File: config.mk
export PLATFORM = sky130hd
export DESIGN_NAME = sha1_hash_engine_top_flat
export DESIGN_NICKNAME = d
export VERILOG_FILES = /design/src/sha1_pkg.sv /design/src/sha1_in_if.sv /design/src/sha1_out_if.sv /design/src/sha1_hash_engine_top.sv /design/src/sha1_front.sv /design/src/sha1_blkq.sv /design/src/sha1_back.sv /design/src/flat_wrapper.sv
export SDC_FILE = /design/constraint.sdc
export NUM_CORES = 2
export LEC_CHECK = 0
export BUFFER_PORTS_ARGS = -buffer_cell sky130_fd_sc_hd__buf_2
export CORE_ASPECT_RATIO = 0.8
export CORE_UTILIZATION = 48
export CTS_BUF_LIST = sky130_fd_sc_hd__clkbuf_16
export CTS_CLUSTER_SIZE = 30
export DETAILED_ROUTE_END_ITERATION = 6
export GPL_TIMING_DRIVEN = 0
export PLACE_DENSITY = 0.75
export SKIP_CTS_REPAIR_TIMING = 1
export SYNTH_ARGS = -nofsm -noshare
export SYNTH_HDL_FRONTEND = slang
export SYNTH_SLANG_ARGS = --single-unit
File: constraint.sdc
create_clock -name clk_i -period 31.6 [get_ports clk_i]
set_input_delay 4.74 -clock clk_i [delete_from_list [all_inputs] [get_ports clk_i]]
set_output_delay 4.74 -clock clk_i [all_outputs]
set_load 0.05 [all_outputs]
File: src/sha1_pkg.sv
// Shared types, constants and round functions of the SHA-1 hash engine.
package sha1_pkg;

  // Initial hash values, also restored after every digest.
  localparam logic [31:0] IV [5] = '{
    32'h67452301, 32'hefcdab89, 32'h98badcfe, 32'h10325476, 32'hc3d2e1f0
  };

  // Round constants, one per group of twenty rounds.
  localparam logic [31:0] K [4] = '{
    32'h5a827999, 32'h6ed9eba1, 32'h8f1bbcdc, 32'hca62c1d6
  };

  localparam logic [7:0] PAD_MARK   = 8'h80;
  localparam logic [5:0] LEN_POS    = 6'd56;
  localparam logic [5:0] BLK_END    = 6'd63;
  localparam logic [6:0] LAST_ROUND = 7'd79;
  localparam logic [6:0] PH1_START  = 7'd20;
  localparam logic [6:0] PH2_START  = 7'd40;
  localparam logic [6:0] PH3_START  = 7'd60;

  typedef enum logic [1:0] {
    F_IN,
    F_MARK,
    F_ZERO,
    F_LEN
  } front_state_e;

  typedef enum logic [1:0] {
    B_IDLE,
    B_ROUND,
    B_ADD
  } back_state_e;

  // One padded or full 512-bit block, word 0 first in message order.
  typedef struct packed {
    logic              last_blk;
    logic [15:0][31:0] words;
  } blk_t;

  // Round function selected by the group of twenty rounds.
  function automatic logic [31:0] round_f(input logic [1:0] phase, input logic [31:0] b,
                                          input logic [31:0] c, input logic [31:0] d);
    logic [31:0] res;
    unique case (phase)
      2'd0:    res = (b & c) | (~b & d);
      2'd2:    res = (b & c) | (b & d) | (c & d);
      default: res = b ^ c ^ d;
    endcase
    return res;
  endfunction

endpackage

File: src/sha1_in_if.sv
// Byte request channel of the SHA-1 hash engine.
interface sha1_in_if;
  logic       valid;
  logic       ready;
  logic [7:0] data_byte;
  logic       byte_valid;
  logic       last_byte;

  modport source (output valid, output data_byte, output byte_valid, output last_byte,
                  input ready);
  modport sink (input valid, input data_byte, input byte_valid, input last_byte,
                output ready);
endinterface

File: src/sha1_out_if.sv
// Digest request channel of the SHA-1 hash engine.
interface sha1_out_if;
  logic        valid;
  logic        ready;
  logic [31:0] digest_word0;
  logic [31:0] digest_word1;
  logic [31:0] digest_word2;
  logic [31:0] digest_word3;
  logic [31:0] digest_word4;

  modport source (output valid, output digest_word0, output digest_word1,
                  output digest_word2, output digest_word3, output digest_word4,
                  input ready);
  modport sink (input valid, input digest_word0, input digest_word1,
                input digest_word2, input digest_word3, input digest_word4,
                output ready);
endinterface

File: src/sha1_hash_engine_top.sv
// Top level of the SHA-1 hash engine.
//
//   channel   | port      | direction | payload
//   ----------+-----------+-----------+-----------------------------------------
//   byte in   | byte_i    | sink      | data_byte, byte_valid, last_byte
//   digest    | digest_o  | source    | digest_word0 .. digest_word4
//
// The front end takes one byte request per cycle and pads after the last request at
// one byte per cycle (9 to 72 bytes), both only while a byte that closes a block
// finds room in the queue. The compression core takes each 64-byte block through a
// load, 80 rounds and a chaining add, and takes no new block until it is through with
// the last. Reset needs no clearing pass. A two-block queue lets the front end keep
// packing while the core compresses, and a held digest stalls only the core.
module sha1_hash_engine_top (
  input  logic       clk_i,
  input  logic       rst_ni,
  sha1_in_if.sink    byte_i,
  sha1_out_if.source digest_o
);

  logic           push_valid, push_ready;
  logic           pop_valid, pop_ready;
  sha1_pkg::blk_t push_blk, pop_blk;

  sha1_front u_front (
    .clk_i        (clk_i),
    .rst_ni       (rst_ni),
    .byte_i       (byte_i),
    .push_valid_o (push_valid),
    .push_ready_i (push_ready),
    .push_blk_o   (push_blk)
  );

  sha1_blkq u_blkq (
    .clk_i        (clk_i),
    .rst_ni       (rst_ni),
    .push_valid_i (push_valid),
    .push_ready_o (push_ready),
    .push_blk_i   (push_blk),
    .pop_valid_o  (pop_valid),
    .pop_ready_i  (pop_ready),
    .pop_blk_o    (pop_blk)
  );

  sha1_back u_back (
    .clk_i       (clk_i),
    .rst_ni      (rst_ni),
    .pop_valid_i (pop_valid),
    .pop_ready_o (pop_ready),
    .pop_blk_i   (pop_blk),
    .digest_o    (digest_o)
  );

endmodule

File: src/sha1_front.sv
// Front end: packs bytes into blocks, appends padding and length, pushes blocks.
module sha1_front (
  input  logic            clk_i,
  input  logic            rst_ni,
  sha1_in_if.sink         byte_i,
  output logic            push_valid_o,
  input  logic            push_ready_i,
  output sha1_pkg::blk_t  push_blk_o
);

  sha1_pkg::front_state_e state_q, state_d;
  logic [5:0]             pos_q, pos_d;
  logic [60:0]            cnt_q, cnt_d;
  logic [63:0]            len_q, len_d;
  logic [15:0][3:0][7:0]  buf_q, buf_d;
  logic                   put;
  logic [7:0]             put_byte;
  logic                   room;

  // A byte that closes a block needs space in the queue.
  assign room = (pos_q != sha1_pkg::BLK_END) || push_ready_i;

  always_comb begin
    state_d       = state_q;
    cnt_d         = cnt_q;
    len_d         = len_q;
    put           = 1'b0;
    put_byte      = '0;
    byte_i.ready  = 1'b0;
    unique case (state_q)
      sha1_pkg::F_IN: begin
        byte_i.ready = room;
        if (byte_i.valid && room) begin
          put      = byte_i.byte_valid;
          put_byte = byte_i.data_byte;
          if (byte_i.last_byte) begin
            len_d   = {cnt_q + 61'(byte_i.byte_valid), 3'b000};
            cnt_d   = '0;
            state_d = sha1_pkg::F_MARK;
          end else begin
            cnt_d = cnt_q + 61'(byte_i.byte_valid);
          end
        end
      end
      sha1_pkg::F_MARK: begin
        if (room) begin
          put      = 1'b1;
          put_byte = sha1_pkg::PAD_MARK;
          state_d  = (pos_q + 6'd1 == sha1_pkg::LEN_POS) ? sha1_pkg::F_LEN : sha1_pkg::F_ZERO;
        end
      end
      sha1_pkg::F_ZERO: begin
        if (room) begin
          put = 1'b1;
          if (pos_q + 6'd1 == sha1_pkg::LEN_POS) begin
            state_d = sha1_pkg::F_LEN;
          end
        end
      end
      sha1_pkg::F_LEN: begin
        if (room) begin
          put      = 1'b1;
          put_byte = len_q[63:56];
          len_d    = {len_q[55:0], 8'h00};
          if (pos_q == sha1_pkg::BLK_END) begin
            state_d = sha1_pkg::F_IN;
          end
        end
      end
      default: state_d = sha1_pkg::F_IN;
    endcase
  end

  // Byte lane write, big-endian within each word.
  always_comb begin
    buf_d = buf_q;
    if (put) begin
      buf_d[pos_q[5:2]][~pos_q[1:0]] = put_byte;
    end
  end

  assign pos_d               = pos_q + 6'(put);
  assign push_valid_o        = put && (pos_q == sha1_pkg::BLK_END);
  assign push_blk_o.last_blk = (state_q == sha1_pkg::F_LEN);
  assign push_blk_o.words    = buf_d;

  always_ff @(posedge clk_i or negedge rst_ni) begin
    if (!rst_ni) begin
      state_q <= sha1_pkg::F_IN;
      pos_q   <= '0;
      cnt_q   <= '0;
      len_q   <= '0;
    end else begin
      state_q <= state_d;
      pos_q   <= pos_d;
      cnt_q   <= cnt_d;
      len_q   <= len_d;
    end
  end

  // Block buffer holds payload only.
  always_ff @(posedge clk_i) begin
    buf_q <= buf_d;
  end

endmodule

File: src/sha1_blkq.sv
// Two-entry block queue between the front end and the compression core.
module sha1_blkq (
  input  logic           clk_i,
  input  logic           rst_ni,
  input  logic           push_valid_i,
  output logic           push_ready_o,
  input  sha1_pkg::blk_t push_blk_i,
  output logic           pop_valid_o,
  input  logic           pop_ready_i,
  output sha1_pkg::blk_t pop_blk_o
);

  sha1_pkg::blk_t ent_q [2];
  logic           wr_ptr_q, rd_ptr_q;
  logic [1:0]     cnt_q;
  logic           do_push, do_pop;

  assign push_ready_o = (cnt_q != 2'd2);
  assign pop_valid_o  = (cnt_q != 2'd0);
  assign pop_blk_o    = ent_q[rd_ptr_q];
  assign do_push      = push_valid_i && push_ready_o;
  assign do_pop       = pop_valid_o && pop_ready_i;

  // Pointers and fill count.
  always_ff @(posedge clk_i or negedge rst_ni) begin
    if (!rst_ni) begin
      wr_ptr_q <= 1'b0;
      rd_ptr_q <= 1'b0;
      cnt_q    <= '0;
    end else begin
      if (do_push) begin
        wr_ptr_q <= ~wr_ptr_q;
      end
      if (do_pop) begin
        rd_ptr_q <= ~rd_ptr_q;
      end
      cnt_q <= cnt_q + 2'(do_push) - 2'(do_pop);
    end
  end

  // Entry storage.
  always_ff @(posedge clk_i) begin
    if (do_push) begin
      ent_q[wr_ptr_q] <= push_blk_i;
    end
  end

endmodule

File: src/sha1_back.sv
// Compression core: 80 rounds per block, chaining update and digest output.
module sha1_back (
  input  logic           clk_i,
  input  logic           rst_ni,
  input  logic           pop_valid_i,
  output logic           pop_ready_o,
  input  sha1_pkg::blk_t pop_blk_i,
  sha1_out_if.source     digest_o
);

  sha1_pkg::back_state_e state_q, state_d;
  logic [6:0]            rnd_q, rnd_d;
  logic                  last_q, last_d;
  logic [31:0]           h_q [5];
  logic [31:0]           h_d [5];
  logic [31:0]           r_q [5];
  logic [31:0]           r_d [5];
  logic [31:0]           win_q [16];
  logic [31:0]           win_d [16];
  logic [31:0]           dig_q [5];
  logic [31:0]           dig_d [5];
  logic                  out_vld_q, out_vld_d;
  logic [31:0]           sum [5];
  logic [31:0]           temp;
  logic [31:0]           w_next;
  logic [1:0]            phase;

  // Round group from the round counter.
  always_comb begin
    priority if (rnd_q < sha1_pkg::PH1_START) begin
      phase = 2'd0;
    end else if (rnd_q < sha1_pkg::PH2_START) begin
      phase = 2'd1;
    end else if (rnd_q < sha1_pkg::PH3_START) begin
      phase = 2'd2;
    end else begin
      phase = 2'd3;
    end
  end

  // One round and the next schedule word.
  assign temp = {r_q[0][26:0], r_q[0][31:27]}
              + sha1_pkg::round_f(phase, r_q[1], r_q[2], r_q[3])
              + r_q[4] + win_q[0] + sha1_pkg::K[phase];
  assign w_next = win_q[13] ^ win_q[8] ^ win_q[2] ^ win_q[0];

  always_comb begin
    for (int i = 0; i < 5; i++) begin
      sum[i] = h_q[i] + r_q[i];
    end
  end

  always_comb begin
    state_d     = state_q;
    rnd_d       = rnd_q;
    last_d      = last_q;
    h_d         = h_q;
    r_d         = r_q;
    win_d       = win_q;
    dig_d       = dig_q;
    pop_ready_o = 1'b0;
    out_vld_d   = out_vld_q && !digest_o.ready;
    unique case (state_q)
      sha1_pkg::B_IDLE: begin
        pop_ready_o = 1'b1;
        if (pop_valid_i) begin
          for (int i = 0; i < 16; i++) begin
            win_d[i] = pop_blk_i.words[i];
          end
          r_d     = h_q;
          last_d  = pop_blk_i.last_blk;
          rnd_d   = '0;
          state_d = sha1_pkg::B_ROUND;
        end
      end
      sha1_pkg::B_ROUND: begin
        r_d[0] = temp;
        r_d[1] = r_q[0];
        r_d[2] = {r_q[1][1:0], r_q[1][31:2]};
        r_d[3] = r_q[2];
        r_d[4] = r_q[3];
        for (int i = 0; i < 15; i++) begin
          win_d[i] = win_q[i + 1];
        end
        win_d[15] = {w_next[30:0], w_next[31]};
        rnd_d     = rnd_q + 7'd1;
        if (rnd_q == sha1_pkg::LAST_ROUND) begin
          state_d = sha1_pkg::B_ADD;
        end
      end
      sha1_pkg::B_ADD: begin
        if (!last_q) begin
          h_d     = sum;
          state_d = sha1_pkg::B_IDLE;
        end else if (!out_vld_q || digest_o.ready) begin
          dig_d     = sum;
          out_vld_d = 1'b1;
          h_d       = sha1_pkg::IV;
          state_d   = sha1_pkg::B_IDLE;
        end
      end
      default: state_d = sha1_pkg::B_IDLE;
    endcase
  end

  assign digest_o.valid        = out_vld_q;
  assign digest_o.digest_word0 = dig_q[0];
  assign digest_o.digest_word1 = dig_q[1];
  assign digest_o.digest_word2 = dig_q[2];
  assign digest_o.digest_word3 = dig_q[3];
  assign digest_o.digest_word4 = dig_q[4];

  always_ff @(posedge clk_i or negedge rst_ni) begin
    if (!rst_ni) begin
      state_q   <= sha1_pkg::B_IDLE;
      rnd_q     <= '0;
      last_q    <= 1'b0;
      out_vld_q <= 1'b0;
      h_q       <= sha1_pkg::IV;
      r_q       <= '{default: '0};
    end else begin
      state_q   <= state_d;
      rnd_q     <= rnd_d;
      last_q    <= last_d;
      out_vld_q <= out_vld_d;
      h_q       <= h_d;
      r_q       <= r_d;
    end
  end

  // Schedule window and digest register hold payload only.
  always_ff @(posedge clk_i) begin
    win_q <= win_d;
    dig_q <= dig_d;
  end

endmodule
File: src/flat_wrapper.sv
// flat-port wrapper written by rule: the top's interface ports become plain ports
module sha1_hash_engine_top_flat 
  (clk_i, rst_ni, byte_i_valid, byte_i_data_byte, byte_i_byte_valid, byte_i_last_byte, byte_i_ready, digest_o_valid, digest_o_digest_word0, digest_o_digest_word1, digest_o_digest_word2, digest_o_digest_word3, digest_o_digest_word4, digest_o_ready);
  sha1_in_if byte_i_i ();
  sha1_out_if digest_o_i ();
  input  logic clk_i;
  input  logic rst_ni;
  input wire logic [$bits(byte_i_i.valid)-1:0] byte_i_valid;
  input wire logic [$bits(byte_i_i.data_byte)-1:0] byte_i_data_byte;
  input wire logic [$bits(byte_i_i.byte_valid)-1:0] byte_i_byte_valid;
  input wire logic [$bits(byte_i_i.last_byte)-1:0] byte_i_last_byte;
  output wire logic [$bits(byte_i_i.ready)-1:0] byte_i_ready;
  output wire logic [$bits(digest_o_i.valid)-1:0] digest_o_valid;
  output wire logic [$bits(digest_o_i.digest_word0)-1:0] digest_o_digest_word0;
  output wire logic [$bits(digest_o_i.digest_word1)-1:0] digest_o_digest_word1;
  output wire logic [$bits(digest_o_i.digest_word2)-1:0] digest_o_digest_word2;
  output wire logic [$bits(digest_o_i.digest_word3)-1:0] digest_o_digest_word3;
  output wire logic [$bits(digest_o_i.digest_word4)-1:0] digest_o_digest_word4;
  input wire logic [$bits(digest_o_i.ready)-1:0] digest_o_ready;
  assign byte_i_i.valid = byte_i_valid;
  assign byte_i_i.data_byte = byte_i_data_byte;
  assign byte_i_i.byte_valid = byte_i_byte_valid;
  assign byte_i_i.last_byte = byte_i_last_byte;
  assign byte_i_ready = byte_i_i.ready;
  assign digest_o_valid = digest_o_i.valid;
  assign digest_o_digest_word0 = digest_o_i.digest_word0;
  assign digest_o_digest_word1 = digest_o_i.digest_word1;
  assign digest_o_digest_word2 = digest_o_i.digest_word2;
  assign digest_o_digest_word3 = digest_o_i.digest_word3;
  assign digest_o_digest_word4 = digest_o_i.digest_word4;
  assign digest_o_i.ready = digest_o_ready;
  sha1_hash_engine_top u_core (.clk_i(clk_i), .rst_ni(rst_ni), .byte_i(byte_i_i), .digest_o(digest_o_i));
endmodule
==> results list <==
- Each instance of the synthesized netlist takes up on average around 13 µm².
* Number of library cell types mapped by synthesis: between 80 and 90
* Post-synthesis cell area: approximately 110,000 µm²
- The critical path contains buffers and inverters numbering 8 combined.
* Global-route wire length before repair: 457,700 µm
- After filler insertion, the fill cell instance count of the layout stands at around 19,000.
- Final setup skew: about 0.085 ns
- In this run the clock root is driven by a sky130_fd_sc_hd__clkbuf_16.
- After routing, the total negative slack on setup checks comes to 0 ns.
- For this design the static power due to leakage is between 40 and 50 nW.
- The number of placed instances, taps included, is approximately 12,000.
* Cell family with the largest share of critical-path delay: simple AND/OR/NAND/NOR gates
- Critical path endpoint category: register
- Headroom to the max-slew limit came out at -1.661%.
- End-of-flow core utilization: a little over half
* Maximum Capacitance Violations: 1
- CTS built an H-tree with a depth of 4.
- Row generation in the floorplan step produced 158 rows.
- Total core area: between 200,000 and 250,000 µm²
* Routability congestion estimate: between 0.9 and 1
- Count of pins over their slew limit: 11
- Antenna violations before repair: 24
- In the post-synthesis netlist, the biggest area contributors are sky130_fd_sc_hd__edfxtp_1 45%, sky130_fd_sc_hd__dfxtp_1 9.1%, sky130_fd_sc_hd__dfrtp_1 8.6%, sky130_fd_sc_hd__mux2_2 5.2%, sky130_fd_sc_hd__mux2i_1 4.9%.
* Width of the die: 542.7 µm
- DR DRC count: 11
- The critical path is of the in2reg type.
- Total Routing Usage GR: roughly a quarter
- Drt initial violations: around 8,900
- Setup repair after global routing missed its margin: no
- Synthesis produced a netlist with a net count of between 8,000 and 9,000.
- Traced cell by cell, the critical path runs through buf_2, nand2_1, a21oi_2, nand3_1, or2_2, buf_2, nor2_4, buf_12, buf_12, buf_12, buf_12, buf_12, buf_16.
- Largest voltage drop on the vdd net: ~55 µV
- For this run, the post-layout net count is around 9,400.
- The largest individual stage delay along the critical path comes from the cell sky130_fd_sc_hd__nor2_4.
- Routed vias: between 70,000 and 80,000
* Yosys Warn Count: 0
* Vertical die dimension: between 400 and 500 µm
- ANT nets after route: 0
- Global routing finished with a remaining overflow of 0.
- Clock tree from TritonCTS: built
* Port-buffer cells: roughly 170
* WL per Instance: 25.35 µm
- Fraction of final layout cells with drive strength greater than 1: a little over an eighth
- Area growth syn-to-layout: 12.55%
- Measured slew at the worst slew-check pin: 1.525 ns
- Count of endpoints failing setup in the final report: 0
* CTS Buf Count: 244
- By instance count, the cell type seen most on the critical path is sky130_fd_sc_hd__buf_12.
- Ratio of routed vias to standard cells: around 5.9
- Period Utilization, post-route: 26.34%
- Share of synthesized area occupied by flip-flops and latches: between 60% and 70%
- Hold Path Class: reg2reg
- Clock-pin slew was measured on the worst setup and hold paths at 0.06 ns.
- CTS saw about 2,700 sinks.
- The smallest clock period supported by the final layout is computed as about 8.3 ns.
- For this run, the leading register cell type out of synthesis is sky130_fd_sc_hd__edfxtp_1.
- Run status: finished, violations left
- Worst setup slack after placement: roughly 22 ns
- 176 I/O pins were placed.
- Effective utilization at floorplan: roughly half
* Ratio of total power to cell area: roughly 52 nW/µm²
- STA puts the critical path data arrival time at between 8 and 9 ns.
- Detailed placement finished with a half-perimeter wire length of roughly 220,000 µm.
* Worst path max stage delay: about 0.68 ns
* Maximum number of pins on one net before global-route repair: 124
* Violated checks: DRC, capacitance limit, slew limit
* Worst Slack Setup Final: about 23 ns
- In this run the biggest area consumer among cell types represents between 40 and 50% of the synthesized area.
- In this run, synthesis produced a sequential element count of between 2,000 and 3,000.
- Of all nets on the critical path, the largest fanout is 28.
* Proportion of synthesized flip-flops having asynchronous set or reset: between 15 and 20%
- Die Outline Area: ~240,000 µm²
- Cells after synthesis: 8,522
* Final hold vios: 0
* Source-to-sink clock delay at the later pin of the worst-skew pair: slightly above 0.9 ns
- Post-Layout Cell Count: between 10,000 and 15,000
- Number of synthesized flops with an enable pin: 1,698
* DRT Wirelength: 312,800 µm
- Derived from the worst setup path, the maximum achievable clock frequency is roughly 0.12 GHz.
- Data required time of the critical path: about 32 ns
* Largest buffer count on any clock path: 4
* Overall power consumption: approximately 6.6 mW
* DR pass1 iterations: 7
- STA classifies the critical path startpoint as an input pin.
* Yosys top cell by area: sky130_fd_sc_hd__edfxtp_1
- The number of global-route vias before repair came to slightly above 70,000.
-- layer usage --
layer	GRT usage, %	routed length, µm
met4	10.14	12980
met5	0	56
met3	5.816	32540
met1	36.11	127100
met2	40.32	140200
-- per-stage QoR --
step / hold WS [ns] / instance area [µm²]
4_1_cts: 0.4882 / 126400
3_5_place_dp: 0.4728 / 118600
5_1_grt: 0.4989 / 126400
2_1_floorplan: 0.4428 / 112300
3_3_place_gp: 0.4620 / 117100
6_report: 0.4864 / 126400
-- path summary, 6_finish.rpt --
path                            slack [ns]                          end  cells after the start                      start
worst min-delay path                  0.49    u_core.u_front.buf_q[226]                      1  u_core.u_front.buf_q[226]
worst max-delay path                 23.28  u_core.u_blkq.ent_q[0][131]                     13               byte_i_valid
min in group asynchronous             3.99        u_core.u_back.h_q[80]                      1                     rst_ni
worst min register to register        0.49    u_core.u_front.buf_q[226]                      1  u_core.u_front.buf_q[226]
worst max register to register       23.73       u_core.u_back.r_q[157]                     21     u_core.u_back.rnd_q[3]
max in group asynchronous            25.90     u_core.u_front.len_q[22]                      3                     rst_ni
-- power breakdown --
part                   switching (mW)  internal, mW  leakage (nW)
sequential     0.00000000000000000786          3.68          24.6
clock                            1.30          1.62          4.01
combinational                  0.0146       0.00240          15.6
total                            1.32          5.30          44.2
-- registers in the layout (all words and copies together), names as in the netlist, 61 cells and up --
signal                count
u_core.u_back.h_q       160
u_core.u_back.win_q     512
u_core.u_front.len_q     61
u_core.u_back.r_q       160
u_core.u_blkq.ent_q    1026
u_core.u_front.cnt_q     61
u_core.u_front.buf_q    512
-- cell usage after synthesis (all sizes together) (210+ instances only) --
cell type / n
mux2: 515
ha: 210
clkbuf: 387
a21oi: 224
nand2: 1095
dfrtp: 385
mux2i: 551
o21ai: 776
edfxtp: 1698
nor2: 413
dfxtp: 512
inv: 264
-- cell usage in the layout, fill, tap and decap left out, types with 37 or more instances in the layout --
cell,count
sky130_fd_sc_hd__o22a_1,70
sky130_fd_sc_hd__a31oi_1,165
sky130_fd_sc_hd__nand3_1,66
sky130_fd_sc_hd__buf_12,41
sky130_fd_sc_hd__buf_2,183
sky130_fd_sc_hd__clkinv_2,37
sky130_fd_sc_hd__clkbuf_16,248
sky130_fd_sc_hd__inv_1,318
sky130_fd_sc_hd__a21o_1,74
sky130_fd_sc_hd__a22o_1,79
sky130_fd_sc_hd__xor2_1,126
sky130_fd_sc_hd__dfstp_2,80
sky130_fd_sc_hd__ha_1,210
sky130_fd_sc_hd__fa_1,125
sky130_fd_sc_hd__a21oi_1,221
sky130_fd_sc_hd__clkinv_1,57
sky130_fd_sc_hd__nand2_1,1095
sky130_fd_sc_hd__mux2_2,515
sky130_fd_sc_hd__dfxtp_1,512
sky130_fd_sc_hd__o22ai_1,47
sky130_fd_sc_hd__edfxtp_1,1698
sky130_fd_sc_hd__clkbuf_1,386
sky130_fd_sc_hd__mux2i_1,551
sky130_fd_sc_hd__nor2_1,391
sky130_fd_sc_hd__dfrtp_1,385
sky130_fd_sc_hd__o21ai_0,767
sky130_fd_sc_hd__xnor2_1,202
-- logic make-up after synthesis --
logic type | after synthesis | synth area share (%)
flip-flops | 2675 | 64.99
AND/OR/NAND/NOR | 1784 | 6.579
AO/OA/AOI/OAI | 1655 | 8.924
multiplexers | 1066 | 10.08
buffers and inverters | 677 | 2.278
adder cells (fa/ha/maj) | 336 | 4.578
XOR/XNOR | 329 | 2.573
-- cell type report --
type                       count  area (µm²)  share of cell area [%]
antenna                        3       7.507                0.005940
tap                         3120        3904                   3.089
timing repair buffer         241        2330                   1.844
multi-input combinational   5170       36800                   29.12
inverter                     264       991.0                  0.7841
clock inverter               204        1593                   1.260
clock buffer                 248        6206                   4.911
sequential                  2675       72980                   57.74
buffer                       413        1570                   1.243
(Power assumes the default switching activity.)
